[config.mk]
export PLATFORM = sky130hd
export DESIGN_NAME = cipm_seq
export DESIGN_NICKNAME = d
export VERILOG_FILES = /design/src/rtl/cipm_pkg.sv /design/src/rtl/cipm_seq.sv
export VERILOG_INCLUDE_DIRS = /design/src /design/src/rtl
export SDC_FILE = /design/constraint.sdc
export NUM_CORES = 1
export LEC_CHECK = 0
export BUFFER_PORTS_ARGS = -buffer_cell sky130_fd_sc_hd__buf_2
export CORE_ASPECT_RATIO = 2
export CORE_UTILIZATION = 46
export CTS_BUF_LIST = sky130_fd_sc_hd__clkbuf_8
export CTS_CLUSTER_DIAMETER = 120
export DETAILED_ROUTE_END_ITERATION = 12
export GPL_TIMING_DRIVEN = 0
export PLACE_DENSITY = 0.79
export SYNTH_ARGS = -nofsm -noshare
export SYNTH_HDL_FRONTEND = slang
export SYNTH_SLANG_ARGS = --single-unit
[constraint.sdc]
create_clock -name clock -period 11.8 [get_ports clock]
set_input_delay 0.59 -clock clock [delete_from_list [all_inputs] [get_ports clock]]
set_output_delay 0.59 -clock clock [all_outputs]
set_load 0.02 [all_outputs]
[src/rtl/constrained_int_pair_map_defines.svh]
// ---------------------------------------------------------------------------
// constrained_int_pair_map assertion macros
// Concurrent check wrappers; they collapse to nothing for synthesis.
// ---------------------------------------------------------------------------
`ifndef CONSTRAINED_INT_PAIR_MAP_DEFINES_SVH
`define CONSTRAINED_INT_PAIR_MAP_DEFINES_SVH

`ifndef SYNTHESIS
// Same-cycle implication: ante holds -> cons holds on this edge
`define CIPM_ASSERT_IMPLY(label, clk, rst, ante, cons, msg) \
   label: assert property (@(posedge clk) disable iff (rst) (ante) |-> (cons)) \
      else $error(msg);
// Next-cycle implication: ante holds -> cons holds on the following edge
`define CIPM_ASSERT_NEXT(label, clk, rst, ante, cons, msg) \
   label: assert property (@(posedge clk) disable iff (rst) (ante) |=> (cons)) \
      else $error(msg);
`else
`define CIPM_ASSERT_IMPLY(label, clk, rst, ante, cons, msg)
`define CIPM_ASSERT_NEXT(label, clk, rst, ante, cons, msg)
`endif

`endif

[src/rtl/cipm_pkg.sv]
// ---------------------------------------------------------------------------
// cipm_pkg
// Shared types and constants of the integer pair map.
// ---------------------------------------------------------------------------
package cipm_pkg;

   // Table capacity and derived widths
   localparam int MAP_ENTRIES = 256;
   localparam int ADDR_W      = (MAP_ENTRIES > 1) ? $clog2(MAP_ENTRIES) : 1;
   localparam int CNT_W       = $clog2(MAP_ENTRIES + 1);

   // Fixed field widths
   localparam int VALUE_W       = 32;
   localparam int KIND_W        = 3;
   localparam int STATUS_W      = 3;
   localparam int INDEX_W       = 8;
   localparam int ENTRY_COUNT_W = 9;

   // Stream payload widths
   localparam int REQ_TDATA_W = 3 * VALUE_W + INDEX_W;
   localparam int RSP_FIELD_W = 2 * VALUE_W + STATUS_W + ENTRY_COUNT_W;
   localparam int RSP_TDATA_W = ((RSP_FIELD_W + 7) / 8) * 8;
   localparam int RSP_PAD_W   = RSP_TDATA_W - RSP_FIELD_W;

   // Operation codes
   typedef enum logic [KIND_W-1:0] {
      KIND_LOOKUP   = 3'd0,
      KIND_INVERSE  = 3'd1,
      KIND_ADD      = 3'd2,
      KIND_CONFLICT = 3'd3,
      KIND_UPDATE   = 3'd4,
      KIND_CLEAR    = 3'd5,
      KIND_READ     = 3'd6
   } kind_type;

   // Result status codes
   typedef enum logic [STATUS_W-1:0] {
      ST_OK          = 3'd0,
      ST_PRESENT     = 3'd1,
      ST_CONFLICT    = 3'd2,
      ST_NOTFOUND    = 3'd3,
      ST_FULL        = 3'd4,
      ST_RANGE       = 3'd5,
      ST_UNSUPPORTED = 3'd6
   } status_type;

   // Map mode register values
   localparam logic MODE_ONE_TO_ONE = 1'b0;

   // One incoming item
   typedef struct packed {
      logic [KIND_W-1:0]         kind;
      logic signed [VALUE_W-1:0] key_from;
      logic signed [VALUE_W-1:0] key_to;
      logic signed [VALUE_W-1:0] fail_value;
      logic [INDEX_W-1:0]        entry_index;
   } req_type;

   // One result item
   typedef struct packed {
      logic signed [VALUE_W-1:0] out_from;
      logic signed [VALUE_W-1:0] out_to;
      status_type                status;
      logic [ENTRY_COUNT_W-1:0]  entry_count;
   } rsp_type;

   // Pair memory access, one read and one write port
   typedef struct packed {
      logic                      rd_en;
      logic [ADDR_W-1:0]         rd_addr;
      logic                      wr_en;
      logic [ADDR_W-1:0]         wr_addr;
      logic signed [VALUE_W-1:0] wr_from;
      logic signed [VALUE_W-1:0] wr_to;
   } ram_cmd_type;

endpackage

[src/rtl/cipm_seq.sv]
// ---------------------------------------------------------------------------
// cipm_seq
// Operation sequencer: scans the pair memory in order and commits updates.
// ---------------------------------------------------------------------------
`include "constrained_int_pair_map_defines.svh"

module cipm_seq (
   input  logic                               clock,
   input  logic                               reset,
   input  logic                               map_mode,
   input  logic                               req_valid,
   output logic                               req_ready,
   input  cipm_pkg::req_type                  req,
   output logic                               res_valid,
   input  logic                               res_ready,
   output cipm_pkg::rsp_type                  res,
   output cipm_pkg::ram_cmd_type              ram_cmd,
   input  logic signed [cipm_pkg::VALUE_W-1:0] rd_from,
   input  logic signed [cipm_pkg::VALUE_W-1:0] rd_to
);

   typedef enum logic [1:0] {
      S_IDLE,
      S_RD_WAIT,
      S_SCAN,
      S_FINISH
   } state_type;

   state_type                           state_ff, state_in;
   cipm_pkg::kind_type                  kind_ff, kind_in;
   logic signed [cipm_pkg::VALUE_W-1:0] kf_ff, kf_in;
   logic signed [cipm_pkg::VALUE_W-1:0] kt_ff, kt_in;
   logic signed [cipm_pkg::VALUE_W-1:0] fv_ff, fv_in;
   logic [cipm_pkg::CNT_W-1:0]          count_ff, count_in;
   logic [cipm_pkg::CNT_W-1:0]          issue_ff, issue_in;
   logic                                rd_vld_ff, rd_vld_in;
   logic [cipm_pkg::ADDR_W-1:0]         rd_pos_ff, rd_pos_in;
   cipm_pkg::rsp_type                   res_ff, res_in;

   logic same_from;
   logic same_to;
   logic exact;
   logic clash;
   logic hit;
   logic hit_now;
   logic scan_end;
   logic scan_rd;
   logic room;

   // Compare the pair read back last cycle against the keys
   always_comb begin
      same_from = (rd_from == kf_ff);
      same_to   = (rd_to == kt_ff);
      exact     = same_from && same_to;
      clash     = same_from || ((map_mode == cipm_pkg::MODE_ONE_TO_ONE) && same_to);
      case (kind_ff)
         cipm_pkg::KIND_LOOKUP:   hit = same_from;
         cipm_pkg::KIND_INVERSE:  hit = same_to;
         cipm_pkg::KIND_CONFLICT: hit = clash && !exact;
         cipm_pkg::KIND_ADD,
         cipm_pkg::KIND_UPDATE:   hit = clash;
         default:                 hit = 1'b0;
      endcase
      hit_now  = rd_vld_ff && hit;
      scan_rd  = (state_ff == S_SCAN) && (issue_ff < count_ff);
      scan_end = !rd_vld_ff && (issue_ff == count_ff);
      room     = (32'(count_ff) < cipm_pkg::MAP_ENTRIES);
   end

   // Next state, memory commands and result
   always_comb begin
      state_in  = state_ff;
      kind_in   = kind_ff;
      kf_in     = kf_ff;
      kt_in     = kt_ff;
      fv_in     = fv_ff;
      count_in  = count_ff;
      issue_in  = issue_ff;
      res_in    = res_ff;
      rd_vld_in = scan_rd && !hit_now;
      rd_pos_in = cipm_pkg::ADDR_W'(issue_ff);

      ram_cmd         = '0;
      ram_cmd.rd_en   = scan_rd;
      ram_cmd.rd_addr = cipm_pkg::ADDR_W'(issue_ff);
      ram_cmd.wr_from = kf_ff;
      ram_cmd.wr_to   = kt_ff;

      if (scan_rd) begin
         issue_in = issue_ff + 1'b1;
      end

      case (state_ff)
         // Take an item and dispatch it
         S_IDLE: begin
            if (req_valid) begin
               kind_in  = cipm_pkg::kind_type'(req.kind);
               kf_in    = req.key_from;
               kt_in    = req.key_to;
               fv_in    = req.fail_value;
               issue_in = '0;
               res_in.out_from = '0;
               res_in.out_to   = '0;
               res_in.status   = cipm_pkg::ST_OK;
               state_in = S_SCAN;
               case (req.kind)
                  cipm_pkg::KIND_LOOKUP,
                  cipm_pkg::KIND_INVERSE,
                  cipm_pkg::KIND_ADD,
                  cipm_pkg::KIND_CONFLICT: begin
                     state_in = S_SCAN;
                  end
                  cipm_pkg::KIND_UPDATE: begin
                     if (map_mode != cipm_pkg::MODE_ONE_TO_ONE) begin
                        res_in.status = cipm_pkg::ST_UNSUPPORTED;
                        state_in      = S_FINISH;
                     end
                  end
                  cipm_pkg::KIND_CLEAR: begin
                     count_in = '0;
                     state_in = S_FINISH;
                  end
                  cipm_pkg::KIND_READ: begin
                     if (32'(req.entry_index) < 32'(count_ff)) begin
                        ram_cmd.rd_en   = 1'b1;
                        ram_cmd.rd_addr = cipm_pkg::ADDR_W'(req.entry_index);
                        state_in        = S_RD_WAIT;
                     end else begin
                        res_in.out_from = req.fail_value;
                        res_in.out_to   = req.fail_value;
                        res_in.status   = cipm_pkg::ST_RANGE;
                        state_in        = S_FINISH;
                     end
                  end
                  default: begin
                     res_in.status = cipm_pkg::ST_UNSUPPORTED;
                     state_in      = S_FINISH;
                  end
               endcase
            end
         end

         // Read entry data arrives
         S_RD_WAIT: begin
            res_in.out_from = rd_from;
            res_in.out_to   = rd_to;
            state_in        = S_FINISH;
         end

         // Walk the stored pairs, first decisive match wins
         S_SCAN: begin
            if (hit_now) begin
               state_in = S_FINISH;
               case (kind_ff)
                  cipm_pkg::KIND_LOOKUP:   res_in.out_to   = rd_to;
                  cipm_pkg::KIND_INVERSE:  res_in.out_from = rd_from;
                  cipm_pkg::KIND_ADD: begin
                     res_in.status = exact ? cipm_pkg::ST_PRESENT : cipm_pkg::ST_CONFLICT;
                  end
                  cipm_pkg::KIND_CONFLICT: res_in.status   = cipm_pkg::ST_CONFLICT;
                  cipm_pkg::KIND_UPDATE: begin
                     if (exact) begin
                        res_in.status = cipm_pkg::ST_PRESENT;
                     end else begin
                        // overwrite the pair that shares from or to
                        ram_cmd.wr_en   = 1'b1;
                        ram_cmd.wr_addr = rd_pos_ff;
                     end
                  end
                  default: res_in.status = cipm_pkg::ST_UNSUPPORTED;
               endcase
            end else if (scan_end) begin
               state_in = S_FINISH;
               case (kind_ff)
                  cipm_pkg::KIND_LOOKUP: begin
                     res_in.out_to = fv_ff;
                     res_in.status = cipm_pkg::ST_NOTFOUND;
                  end
                  cipm_pkg::KIND_INVERSE: begin
                     res_in.out_from = fv_ff;
                     res_in.status   = cipm_pkg::ST_NOTFOUND;
                  end
                  cipm_pkg::KIND_CONFLICT: res_in.status = cipm_pkg::ST_OK;
                  cipm_pkg::KIND_ADD,
                  cipm_pkg::KIND_UPDATE: begin
                     if (room) begin
                        // append behind the last pair
                        ram_cmd.wr_en   = 1'b1;
                        ram_cmd.wr_addr = cipm_pkg::ADDR_W'(count_ff);
                        count_in        = count_ff + 1'b1;
                     end else begin
                        res_in.status = cipm_pkg::ST_FULL;
                     end
                  end
                  default: res_in.status = cipm_pkg::ST_UNSUPPORTED;
               endcase
            end
         end

         // Hand the result over
         S_FINISH: begin
            if (res_ready) begin
               state_in = S_IDLE;
            end
         end

         default: state_in = S_IDLE;
      endcase

      res_in.entry_count = cipm_pkg::ENTRY_COUNT_W'(count_in);
   end

   // Hold state and registered result
   always_ff @(posedge clock) begin
      if (reset) begin
         state_ff  <= S_IDLE;
         count_ff  <= '0;
         rd_vld_ff <= 1'b0;
         issue_ff  <= '0;
      end else begin
         state_ff  <= state_in;
         count_ff  <= count_in;
         rd_vld_ff <= rd_vld_in;
         issue_ff  <= issue_in;
      end
      kind_ff   <= kind_in;
      kf_ff     <= kf_in;
      kt_ff     <= kt_in;
      fv_ff     <= fv_in;
      rd_pos_ff <= rd_pos_in;
      res_ff    <= res_in;
   end

   assign req_ready = (state_ff == S_IDLE);
   assign res_valid = (state_ff == S_FINISH);
   assign res       = res_ff;

   // Checks
   `CIPM_ASSERT_IMPLY(a_count_bound, clock, reset, 1'b1, 32'(count_ff) <= cipm_pkg::MAP_ENTRIES, "pair count above capacity")
   `CIPM_ASSERT_IMPLY(a_scan_in_range, clock, reset, rd_vld_ff, 32'(rd_pos_ff) < 32'(count_ff), "scan read beyond stored pairs")
   `CIPM_ASSERT_NEXT(a_write_then_finish, clock, reset, ram_cmd.wr_en, state_ff == S_FINISH, "pair write outside operation end")
   `CIPM_ASSERT_NEXT(a_count_step, clock, reset, 1'b1, count_ff == $past(count_ff) || count_ff == $past(count_ff) + 1'b1 || count_ff == '0, "pair count jumped")

endmodule

==> qor.yml <==
finish:
  syn_to_final_growth_pct: 29.2
  fillers: 1593
  multi_input_area_um2: 3140
  drive_gt1_frac: 0.392
  fin_nets: 1229
  ff_latch_area_um2: 5750
  postLayoutCoreUtil: 0.609
  mostFrequentLayoutCells: "337 x buf_2, 166 x edfxtp_1, 63 x a221o_1"
  final_common_cell: "buf_2"
routing:
  drt-total-wl_mm: 30.2
  drt-pass1-iter-count: 5
  vias: 7379
  avgRoutedWirePerCell_um: 23.0
  avgViaCountPerCell: 5.62
  drt_iter0_drc: 355
  final_antenna_net_count: 0
  drcViolationCount: 0
clock_network:
  tritoncts: "yes"
  insertion_delay_ns: 0.56
  htreeDepth: 1
  cts-resized-gates: 0
  numCtsBuffers: 29
  root_buffer: "clkbuf_8"
  clkTransAtPathRegs_ns: 0.07
  post_cts_buffers: 0
  clk_path_buf_depth: 3
  cts_sinks: 204
  ctsHoldBuffers: 0
setup_path:
  rr_worst_depth: 11
  worstSetupEndpointType: "output port"
  worstSetupPathType: "reg -> out"
  crit_path_start_kind: "register"
  worstPathMaxFanout: 9
  crit_arrival_ns: 3.72
  critPathRequiredTime_ns: 11.21
floorplanning:
  fp.dieW_um: 102
  core-area_um2: 19500
  die_h_um: 202
  io_pins: 336
  rows: 72
  die_area_um2: 20600
  start_util: 0.472
status:
  outcome: "completed"
placed_design:
  place_congestion: 0.925
  dp_hpwl_mm: 24.1
  portBuffers: 335
logic_synthesis:
  synth-edff-count: 166
  synth-simple-area-share: 0.102
  synth.net_count: 857
  syn_area_um2: 9180
  synth_ff_type: "edfxtp_1"
  synthMuxAreaShare: 0.0131
  synth_top_family_by_area: "compound AO/OA/AOI/OAI gates"
  synth_compound_area_frac: 0.119
  synthXorXnorAreaFrac: 0.0735
  ys_seq_area_frac: 0.626
  postSynthCellCount: 657
  synth-seq-cells: 204
  synth.distinct_cells: 60
  synthAdderAreaFrac: 0.0327
  synth-async-reset-ratio: 0
  yosysWarnings: 0
  avgSynthCellArea_um2: 14.0
pwr:
  p_int_mw: 1.68
  power_density_nw_per_um2: 229
  p_sw_frac: 0.382
  p_leak_nw: 4.96
  p_sw_mw: 1.04
  pwr-share-clk: 0.190
  power_frac_comb: 0.385
  peakVddDrop_v: 0.000122
  power_frac_seq: 0.424
global_route:
  grt_overflow: 0
  grt_pass1_wl_mm: 42.7
  grt_pass1_vias: 7347
  groute.usage.overall: 0.290
  grt_max_degree: 64
  antenna_found_initial: 9
worst_hold_path:
  hold_depth: 1
  min_path_type: "in -> reg"
sta:
  finalCritPeriodShare: 0.365
  max_freq_mhz: 232
  timing.setup.tns_ns: 0
  finalHoldViolCount: 0
  max-slew-margin-rel: 0.214
  skew_ns: 0.0302
  rsz0062_at_grt: "false"
  maxSlewViolCount: 0
  worstMarginPinSlew_ns: 1.17
  layout_min_cycle_time_ns: 4.31
  setup_violations: 0
flow_run:
  drv_cap: 0
==> cell type report <==
type / count / share of cell area
diodes: 4 / 0.000845
clock buffers: 29 / 0.0337
flip-flops and latches: 204 / 0.485
plain buffers: 27 / 0.0193
well taps: 259 / 0.0273
multi-input cells: 405 / 0.265
repair buffers: 341 / 0.151
inverters: 21 / 0.00686
clock inverters: 24 / 0.0113
==> state kept, by name, summed over array words and instances, names as in the netlist <==
name / flops
res: 76
fv_ff: 32
kf_ff: 32
kt_ff: 32
count_ff: 9
issue_ff: 9
rd_pos_ff: 8
kind_ff: 3
state_ff: 2
rd_vld_ff: 1
==> Yosys cell counts, types with 4 or more instances <==
cell	number	area [um2]
a211oi_1	4	30.0
a21oi_1	15	75.1
a221o_1	63	631
a22oi_1	7	52.6
and2_1	32	200
buf_6	7	78.8
buf_8	6	90.1
clkbuf_1	9	33.8
dfxtp_1	38	761
edfxtp_1	166	4980
ha_1	24	300
inv_1	21	78.8
mux2_1	5	56.3
nand2_1	23	86.3
nand2b_1	4	25.0
nand3_1	10	50.1
nand4_1	12	75.1
nor2_1	32	120
nor2b_1	9	56.3
nor3_1	11	55.1
nor4_1	12	75.1
o21a_1	4	30.0
o21ai_0	7	35.0
o21ai_1	4	20.0
xnor2_1	45	394
xor2_1	32	280
==> through the flow <==
step / instances / setup slack [ns] / total power, mW / area [um2] / hold slack [ns]
2_1_floorplan: 657 / 6.93 / 1.78 / 9180 / 0.377
5_1_grt: 1313 / 7.33 / 2.82 / 11800 / 0.170
6_report: 1314 / 7.49 / 2.71 / 11900 / 0.197
4_1_cts: 1310 / 7.43 / 2.72 / 11800 / 0.159
3_5_place_dp: 1257 / 7.79 / 2.21 / 11300 / 0.404
3_3_place_gp: 1251 / 4.36 / 2.16 / 11200 / 0.408
==> kinds of logic after synthesis <==
logic type,count (synthesis)
flip-flops,204
AND/OR/NAND/NOR,164
adder cells (fa/ha/maj),24
multiplexers,11
AO/OA/AOI/OAI,129
XOR/XNOR,77
buffers and inverters,48
==> layer usage <==
layer,global-route usage,wire (um),up-vias,share of wire
met5,0,65,-,0.0022
met4,0.178,1830,10,0.061
met3,0.0597,2330,114,0.077
met2,0.556,16800,423,0.56
met1,0.265,9190,3522,0.30
li1,-,-,3310,-
==> power groups by stage <==
| stage | clock network (mW) | logic [mW] | registers (mW) |
|---|---|---|---|
| 4_1_cts | 0.527 | 1.05 | 1.15 |
| 5_1_grt | 0.552 | 1.10 | 1.17 |
| 2_1_floorplan | 0 | 0.394 | 1.38 |
| 3_5_place_dp | 0 | 1.04 | 1.17 |
| 3_3_place_gp | 0 | 0.966 | 1.19 |
| 6_report | 0.517 | 1.05 | 1.15 |
==> path summary, 6_finish.rpt <==
| check | endpoint | start | slack (ns) |
|---|---|---|---|
| worst min register to register | rd_pos_ff[0] | issue_ff[0] | 0.42 |
| worst min-delay path | kf_ff[8] | req[80] | 0.20 |
| worst max register to register | res[33] | kf_ff[0] | 8.04 |
| worst max-delay path | ram_cmd[71] | kf_ff[0] | 7.49 |
==> critical path, stage by stage, from the launching register on <==
cell      delay (ns)
edfxtp_1        0.41
xnor2_1         0.44
nand4_1         0.23
nor4_2          0.36
nand2_1         0.19
mux2i_1         0.23
a21oi_1         0.16
nor4b_4         0.64
a22oi_1         0.14
nor2_1          0.16
buf_2           0.19
No activity file was read; power rests on OpenSTA's default activity.
